--- src/hdl/crcpr_pkg.sv ---
// Shared widths, register indexes and types for the programmable CRC block.
package crcpr_pkg;

  localparam int unsigned DataW = 8;
  localparam int unsigned CrcW  = 7;
  localparam int unsigned DegW  = 3;
  localparam int unsigned GenW  = 8;
  localparam int unsigned CfgIdxW = 1;

  typedef logic [DataW-1:0]   data_t;
  typedef logic [CrcW-1:0]    crc_t;
  typedef logic [DegW-1:0]    deg_t;
  typedef logic [GenW-1:0]    gen_t;
  typedef logic [CfgIdxW-1:0] cfg_idx_t;

  localparam cfg_idx_t RegGenerator = 1'b0;
  localparam cfg_idx_t RegDegree    = 1'b1;

  // Reset values of the configuration registers
  localparam gen_t GenReset = 8'd137;
  localparam deg_t DegReset = 3'd7;

endpackage

--- src/hdl/crc_poly_remainder_bytes.sv ---
// Top level: programmable MSB-first CRC over fixed-length byte messages.
//
//   channel  direction  handshake                  payload
//   in       sink       in_valid_i / in_stall_o    data_byte_i
//   out      source     out_valid_o / out_stall_i  check_value_o
//   cfg      sink       cfg_valid_i / cfg_ready_o  cfg_index_i, cfg_data_i
//
// One byte a cycle while the result register has room: a transferred byte
// is held in the input register, then the unrolled LFSR update folds it into
// the remainder; a message's last byte loads the result register instead.
// Reset clears the remainder, byte count and valid flags; registers take
// their reset values. A stalled result only holds the input side when the
// byte in the input register ends a message.
module crc_poly_remainder_bytes #(
  parameter int unsigned MESSAGE_BYTES = 8
) (
  input  logic                clk_i,
  input  logic                rst_ni,
  input  logic                in_valid_i,
  output logic                in_stall_o,
  input  crcpr_pkg::data_t    data_byte_i,
  output logic                out_valid_o,
  input  logic                out_stall_i,
  output crcpr_pkg::crc_t     check_value_o,
  input  logic                cfg_valid_i,
  output logic                cfg_ready_o,
  input  crcpr_pkg::cfg_idx_t cfg_index_i,
  input  crcpr_pkg::gen_t     cfg_data_i
);
  import crcpr_pkg::*;

  localparam int unsigned CntW = (MESSAGE_BYTES > 1) ? $clog2(MESSAGE_BYTES) : 1;
  localparam logic [CntW-1:0] LastCnt =
    (MESSAGE_BYTES > 1) ? CntW'(MESSAGE_BYTES - 1) : '0;

  gen_t generator_q;
  deg_t degree_q;
  crc_t rem_q, rem_d;
  logic [CntW-1:0] cnt_q, cnt_d;
  logic s1_valid_q, s1_valid_d;
  data_t s1_byte_q;
  crc_t step_rem;
  logic last;
  logic out_free;
  logic s1_adv;
  logic in_xfer;

  assign cfg_ready_o = 1'b1;

  always_ff @(posedge clk_i or negedge rst_ni) begin
    if (!rst_ni) begin
      generator_q <= GenReset;
      degree_q    <= DegReset;
    end else if (cfg_valid_i) begin
      case (cfg_index_i)
        RegGenerator: generator_q <= cfg_data_i;
        RegDegree:    degree_q    <= cfg_data_i[DegW-1:0];
        default: ;
      endcase
    end
  end

  assign last       = (cnt_q == LastCnt);
  assign s1_adv     = s1_valid_q && (!last || out_free);
  assign in_stall_o = s1_valid_q && !s1_adv;
  assign in_xfer    = in_valid_i && !in_stall_o;
  assign s1_valid_d = in_xfer || (s1_valid_q && !s1_adv);

  always_ff @(posedge clk_i or negedge rst_ni) begin
    if (!rst_ni) begin
      s1_valid_q <= 1'b0;
    end else begin
      s1_valid_q <= s1_valid_d;
    end
  end

  always_ff @(posedge clk_i) begin
    if (in_xfer) begin
      s1_byte_q <= data_byte_i;
    end
  end

  crcpr_byte_step u_step (
    .rem_i       (rem_q),
    .byte_i      (s1_byte_q),
    .degree_i    (degree_q),
    .generator_i (generator_q),
    .rem_o       (step_rem)
  );

  // Advance the remainder; clear it and the count at the end of a message
  always_comb begin
    rem_d = rem_q;
    cnt_d = cnt_q;
    if (s1_adv) begin
      if (last) begin
        rem_d = '0;
        cnt_d = '0;
      end else begin
        rem_d = step_rem;
        cnt_d = cnt_q + CntW'(1);
      end
    end
  end

  always_ff @(posedge clk_i or negedge rst_ni) begin
    if (!rst_ni) begin
      rem_q <= '0;
      cnt_q <= '0;
    end else begin
      rem_q <= rem_d;
      cnt_q <= cnt_d;
    end
  end

  crcpr_out_reg u_out (
    .clk_i   (clk_i),
    .rst_ni  (rst_ni),
    .load_i  (s1_adv && last),
    .data_i  (step_rem),
    .free_o  (out_free),
    .valid_o (out_valid_o),
    .stall_i (out_stall_i),
    .data_o  (check_value_o)
  );

endmodule

--- src/hdl/crcpr_byte_step.sv ---
// Eight-bit unrolled LFSR update of the running remainder, MSB first.
module crcpr_byte_step (
  input  crcpr_pkg::crc_t  rem_i,
  input  crcpr_pkg::data_t byte_i,
  input  crcpr_pkg::deg_t  degree_i,
  input  crcpr_pkg::gen_t  generator_i,
  output crcpr_pkg::crc_t  rem_o
);
  import crcpr_pkg::*;

  crc_t mask;
  crc_t poly;
  crc_t rem;
  logic top;

  always_comb begin
    mask = crc_t'((8'd1 << degree_i) - 8'd1);
    poly = generator_i[CrcW-1:0] & mask;
    rem  = rem_i & mask;
    for (int k = 0; k < DataW; k++) begin
      if (degree_i == '0) begin
        top = 1'b0;
      end else begin
        top = rem[degree_i - deg_t'(1)] ^ byte_i[DataW-1-k];
      end
      rem = crc_t'(rem << 1) & mask;
      if (top) begin
        rem = rem ^ poly;
      end
    end
    rem_o = rem;
  end

endmodule

--- src/hdl/crcpr_out_reg.sv ---
// Result register with valid and stall towards the consumer.
module crcpr_out_reg (
  input  logic            clk_i,
  input  logic            rst_ni,
  input  logic            load_i,
  input  crcpr_pkg::crc_t data_i,
  output logic            free_o,
  output logic            valid_o,
  input  logic            stall_i,
  output crcpr_pkg::crc_t data_o
);
  import crcpr_pkg::*;

  logic valid_q, valid_d;
  crc_t data_q;

  // Space for a new result when empty or when the held one transfers now
  assign free_o  = !valid_q || !stall_i;
  assign valid_d = load_i || (valid_q && stall_i);

  always_ff @(posedge clk_i or negedge rst_ni) begin
    if (!rst_ni) begin
      valid_q <= 1'b0;
    end else begin
      valid_q <= valid_d;
    end
  end

  always_ff @(posedge clk_i) begin
    if (load_i) begin
      data_q <= data_i;
    end
  end

  assign valid_o = valid_q;
  assign data_o  = data_q;

endmodule
--- config.mk ---
export PLATFORM = sky130hd
export DESIGN_NAME = crc_poly_remainder_bytes
export DESIGN_NICKNAME = d
export VERILOG_FILES = /design/src/hdl/crcpr_pkg.sv /design/src/hdl/crc_poly_remainder_bytes.sv /design/src/hdl/crcpr_byte_step.sv /design/src/hdl/crcpr_out_reg.sv
export SDC_FILE = /design/constraint.sdc
export NUM_CORES = 1
export LEC_CHECK = 0
export ABC_CLOCK_PERIOD_IN_PS = 22600
export BUFFER_PORTS_ARGS = -buffer_cell sky130_fd_sc_hd__buf_2
export CAP_MARGIN = 20
export CORE_ASPECT_RATIO = 0.6
export CORE_MARGIN = 3
export CORE_UTILIZATION = 30
export CTS_CLUSTER_DIAMETER = 200
export CTS_CLUSTER_SIZE = 12
export DETAILED_ROUTE_END_ITERATION = 6
export PLACE_DENSITY = 0.53
export SLEW_MARGIN = 30
export SYNTH_ARGS = -nofsm -noshare
export SYNTH_HDL_FRONTEND = slang
export SYNTH_SLANG_ARGS = --single-unit
--- constraint.sdc ---
create_clock -name clk_i -period 22.6 [get_ports clk_i]
set_clock_uncertainty 0.1 [all_clocks]
set_input_delay 3.39 -clock clk_i [delete_from_list [all_inputs] [get_ports clk_i]]
set_output_delay 3.39 -clock clk_i [all_outputs]
set_load 0.1 [all_outputs]
Yosys cells after proc, flatten, opt, wreduce, memory -nomap -nowiden
Cells that the tools add are included.
{"block": "classes", "addsub": 3, "shift": 1, "reduce_logical": 17, "eq_ne": 1, "n_lt_le_gt_ge": 1, "n_mux": 34, "bitwise_logic": 27}
{"cell": "$and A7 B7 Y7", "count": 10}
{"cell": "$mux W7", "count": 9}
{"cell": "$xor A7 B7 Y7", "count": 8}
{"cell": "$bmux W1 S3", "count": 8}
{"cell": "$mux W1", "count": 16}
{"cell": "$xor A1 B1 Y1", "count": 8}
{"cell": "$shl A1 B3 Y7 const A", "count": 1}
{"cell": "$sub A7 B1 Y7 const B", "count": 1}
{"cell": "$logic_and A1 B1 Y1", "count": 5}
{"cell": "$logic_not A1 Y1", "count": 5}
{"cell": "$logic_or A1 B1 Y1", "count": 4}
{"cell": "$lt A3 B4 Y1 const B", "count": 1}
{"cell": "$reduce_and A2 Y1", "count": 2}
{"cell": "$add A3 B1 Y3 const B", "count": 1}
{"cell": "$eq A3 B3 Y1 const B", "count": 1}
{"cell": "$logic_not A3 Y1", "count": 1}
{"cell": "$mux W3", "count": 1}
{"cell": "$sub A3 B1 Y3 const B", "count": 1}
{"cell": "$not A1 Y1", "count": 1}
{"block": "totals", "elab_cells": 92, "in_bits": 22, "ff_bits": 37, "output_inout_bits": 10}

Longest topological paths before layout
{"block": "logic_depth", "word_depth": 44, "depth_mapped": 46, "mapped_depth_nobuf": 37}

Cells and area by module
From an unflattened synthesis, not the netlist that was laid out.
{"block": "unflattened", "cells_unflattened": 543, "area_unflattened_um2": 4476.8}
{"module": "crcpr_byte_step", "area_each_um2": 3071.7, "seq_area_each_um2": 0.0, "n_inst": 1, "cells_each": 465}
{"module": "crc_poly_remainder_bytes", "area_each_um2": 1158.6, "seq_area_each_um2": 798.3, "n_inst": 1, "cells_each": 68}
{"module": "crcpr_out_reg", "area_each_um2": 246.5, "seq_area_each_um2": 235.2, "n_inst": 1, "cells_each": 10}

Worst setup path before layout
OpenSTA, ideal clock, no wires.
{"block": "synth_path", "path_kind": "flip-flop to flip-flop", "from": "reg degree_q[0]", "to": "reg u_out.data_q[1] (netlist: u_out.data_o[1]) (data pin)", "path_slack_ps": 11105, "arrival_ps": 11120, "required_ps": 22225, "period_less_slack_ps": 11495, "n_path_buf": 7, "setup_time_ps": 275, "path_stages_with_launch": 45, "path_cell_list": "dfstp_2 clkbuf_1 inv_2 ha_1 buf_6 nor2b_1 clkbuf_1 inv_2 clkbuf_1 ha_1 buf_2 nand2b_1 or4b_1 a21oi_1 a221oi_2 nor3_1 mux2_1 o32a_1 (+9 left out) nor3b_4 o2bb2ai_2 o32ai_4 mux2i_1 mux2_1 o221a_1 o21a_1 buf_6 or4_1 a211oi_2 o221a_2 o21ai_2 nand3_1 mux2_4 o31a_2 nor3_1 or3b_1 a21oi_1"}
{"block": "synth_between", "elab_chain_len": 43, "word_cells_on_any_way": 62, "classes_between": "add/sub: 2; shift: 1; mux: 32; bitwise: 26; reduce/logical: 1"}
{"element": "from (decl)", "line": "crc_poly_remainder_bytes.sv:37", "source": "deg_t degree_q;"}
{"element": "from (signal assigned)", "line": "crc_poly_remainder_bytes.sv:53", "source": "degree_q <= DegReset;"}
{"element": "from (signal assigned)", "line": "crc_poly_remainder_bytes.sv:57", "source": "RegDegree: degree_q <= cfg_data_i[DegW-1:0];"}
{"element": "$shl A1 B3 Y7", "line": "crcpr_byte_step.sv:17", "source": "mask = crc_t'((8'd1 << degree_i) - 8'd1);"}
{"element": "$sub A7 B1 Y7", "line": "crcpr_byte_step.sv:17"}
{"element": "$and A7 B7 Y7", "line": "crcpr_byte_step.sv:19", "source": "rem = rem_i & mask;"}
{"element": "$bmux W1 S3", "line": "crcpr_byte_step.sv:24", "source": "top = rem[degree_i - deg_t'(1)] ^ byte_i[DataW-1-k];"}
{"element": "$mux W1 (not written as such)", "line": "crcpr_byte_step.sv:24"}
{"element": "$xor A1 B1 Y1", "line": "crcpr_byte_step.sv:24"}
{"element": "$mux W1", "line": "crcpr_byte_step.sv:21", "source": "if (degree_i == '0) begin"}
{"element": "$mux W7", "line": "crcpr_byte_step.sv:27", "source": "if (top) begin"}
{"element": "(+28 left out)"}
{"element": "$mux W1", "line": "crcpr_byte_step.sv:21"}
{"element": "$mux W7", "line": "crcpr_byte_step.sv:27"}
{"element": "$bmux W1 S3", "line": "crcpr_byte_step.sv:24"}
{"element": "$mux W1 (not written as such)", "line": "crcpr_byte_step.sv:24"}
{"element": "$xor A1 B1 Y1", "line": "crcpr_byte_step.sv:24"}
{"element": "$mux W1", "line": "crcpr_byte_step.sv:21"}
{"element": "$mux W7 *", "line": "crcpr_byte_step.sv:27"}
{"element": "net step_rem[1]", "line": "crc_poly_remainder_bytes.sv:42", "source": "crc_t step_rem;"}
{"element": "to (signal assigned)", "line": "crcpr_out_reg.sv:31", "source": "data_q <= data_i;"}
{"element": "to (decl)", "line": "crcpr_out_reg.sv:15", "source": "crc_t data_q;"}
The timed path passes the listed nets; every way through them passes the cells marked *. The select of a mux whose other input is x is not followed.
A chain may end at the register's enable or synchronous reset.

Final worst setup path
Ends and elaborated chain as after synthesis.

==> metrics.txt <==
starting DRC count in detailed routing=882; WP buf/inv=2; Critical Path AT=14.02 ns; Final setup viols=0; syn avg cell area=7.79 µm²; clock-pin slew on the worst setup and hold paths=0.07 ns; final net count=707; post-CTS sizing=0; R2R Path End=u_out.data_o[1]; Final min period=13.99 ns; maximum VDD drop=0.0000422 V; crit path max fanout=23; via count=5820; layout cells sized above 1=17.0%; Min-Delay Startpoint=cnt_q[0]; Port Buffers=29; Primary FF master, synth=dfrtp_1; Die Y-Extent=109 µm; CTS Sinks=37; vias in the first global route=5203; CTS tree=yes; mapped cell area=5290 µm²; Crit Reg-Reg Startpoint=degree_q[0]; sequential-to-total area share from yosys stat=19.0%; status=complete, no violations; Synth async-reset ratio=59.5%; Area Growth Syn to Fin=8.19%; leak pwr=2.04 nW; post-synthesis register bit count=37; Post-synth EDFFs=15; first-pass GRT wire length=30.9 mm; placed wire-length estimate=15.1 mm; Initial Utilization=31.6%; CP most frequent cell=mux2i_1; RSZ-0062 raised after global routing=no; std cell rows=36; DRC violations left=0; WS Path Type=flip-flop to flip-flop; Worst-Skew Late Latency=0.29 ns; pre-CTS WS=9.11 ns; DIE AREA=19300 µm²; DR vias/cell=6.42; synth unique cells=99; worst slew pin tran=0.908 ns; Sum Neg Setup Slack=0 ns; Final Hold Fails=0; post-route ant nets=0; max-slew violations=0; ant diodes=0; TritonCTS buffer count=5; GR Util All Layers=20.9%; Worst slew margin=39.1%; Routed WL=20.4 mm; Crit path largest cell delay=0.73 ns; Critical Path End Type=flip-flop; H-tree depth=2; fillers=1793; most common cell after layout, fill and taps aside=nand2_1; hold path cells=1; Tcrit/Tclk final=61.9%; grt total ovfl=0; commonest non-fill, non-tap cells in the layout=nand2_1 (99), nor2_1 (55), buf_2 (29); fmax=0.0715 GHz; DRT Pass-1 Iters=5; Setup Buffers After CTS=0; GPL Wtd Cong=0.942; CP Depth=37; multi-input logic area=4050 µm²; startpoint types=flip-flop; antenna violations before repair=0; clk buf depth=2; Critical-path top delay cell=a211oi_1; post-route worst setup slack=8.61 ns; R2R depth=37; PD cells=119 nW/µm²; worst endpoint required time=22.64 ns; Yosys Warn Count=0; Util after Layout=34.1%; Root Driver=clkbuf_16; largest net degree at the start of global routing=29; Post-Syn Nets=709; I/O pin count=32; Sequential cell area=1010 µm²; die width=177 µm; maximum capacitance violations=0; Mapped Cells=679; Hold/Removal Path Class=flip-flop to flip-flop; Placeable Area=16800 µm²; hold endpoint=cnt_q[0]; Top Family by Delay on Critical Path=compound AO/OA/AOI/OAI gates; drt wl/cell=22.5 µm; FF-to-FF setup slack=8.61 ns; hold buffers post-CTS=0
[worst max-delay path by stage]
stage                 from              end  slack, ns
2_1_floorplan  degree_q[0]  u_out.data_o[1]      11.10
3_3_place_gp   degree_q[0]  u_out.data_o[1]       9.24
3_5_place_dp   degree_q[0]  u_out.data_o[1]       9.11
4_1_cts        degree_q[0]  u_out.data_o[1]       9.06
5_1_grt        degree_q[0]  u_out.data_o[2]       7.95
6_report       degree_q[0]  u_out.data_o[1]       8.61
[sequential cells by signal (all words and copies together), names as in the netlist]
signal,count
u_out.data_o,7
generator_q,7
s1_byte_q,8
u_out.valid_o,1
rem_q,7
degree_q,3
s1_valid_q,1
cnt_q,3
[synthesized netlist by cell type, types with 13 or more instances]
cell type	instances	area, µm²
nand2_1	99	372
nor2_1	56	210
clkbuf_1	31	116
a21oi_1	25	125
nand3_1	25	125
nor3_1	24	120
xnor2_1	22	193
o21ai_0	21	105
or3_1	21	131
mux2i_1	18	180
dfrtp_1	17	425
mux2_2	17	191
edfxtp_1	15	450
nand2b_1	13	81.3
[metal layers]
metal / global-route usage [%] / up-vias / part of all wire, %
met5: 1.82 / - / 0.22
met4: 4.82 / 2 / 1.9
met3: 6.26 / 40 / 12
met2: 28.3 / 360 / 38
met1: 31.6 / 2824 / 47
li1: - / 2594 / -
[through the flow]
stage | hold slack [ns] | cell area (µm²) | total power, mW | std cells
6_report | 0.407 | 5720 | 0.683 | 906
5_1_grt | 0.450 | 5720 | 0.726 | 906
4_1_cts | 0.410 | 5720 | 0.668 | 906
3_5_place_dp | 0.393 | 5570 | 0.591 | 898
3_3_place_gp | 0.385 | 5560 | 0.581 | 898
2_1_floorplan | 0.363 | 5290 | 0.475 | 679
[final cells by class]
type	count	share of cell area, %
Multi-Input combinational cell	587	70.8
Clock inverter	3	0.415
Timing Repair Buffer	34	3.19
Clock buffer	5	2.19
Sequential cell	37	17.6
Inverter	12	0.787
Tap cell	228	4.99
[where the power goes]
group / switching, mW / internal (mW) / leakage, nW
Sequential: 0.0186 / 0.0869 / 0.409
Combinational: 0.333 / 0.170 / 1.55
Clock: 0.0327 / 0.0416 / 0.0747
Total: 0.384 / 0.299 / 2.04
[cell families (layout without fill, tap and decap cells)]
logic type                 Yosys count  in the layout  share of synthesized area, %
xor gates and xnor gates            32             32                          5.30
buffers and inverters               55             54                          4.59
AOI/OAI and AO/OA                  179            179                          27.7
DFF                                 37             37                          19.0
adders and majority gates            8              8                          1.89
muxes                               44             44                          9.96
and+or+nand+nor                    323            323                          31.4
other                                1              1                        0.0709
Power figures use the tool's default switching activity.
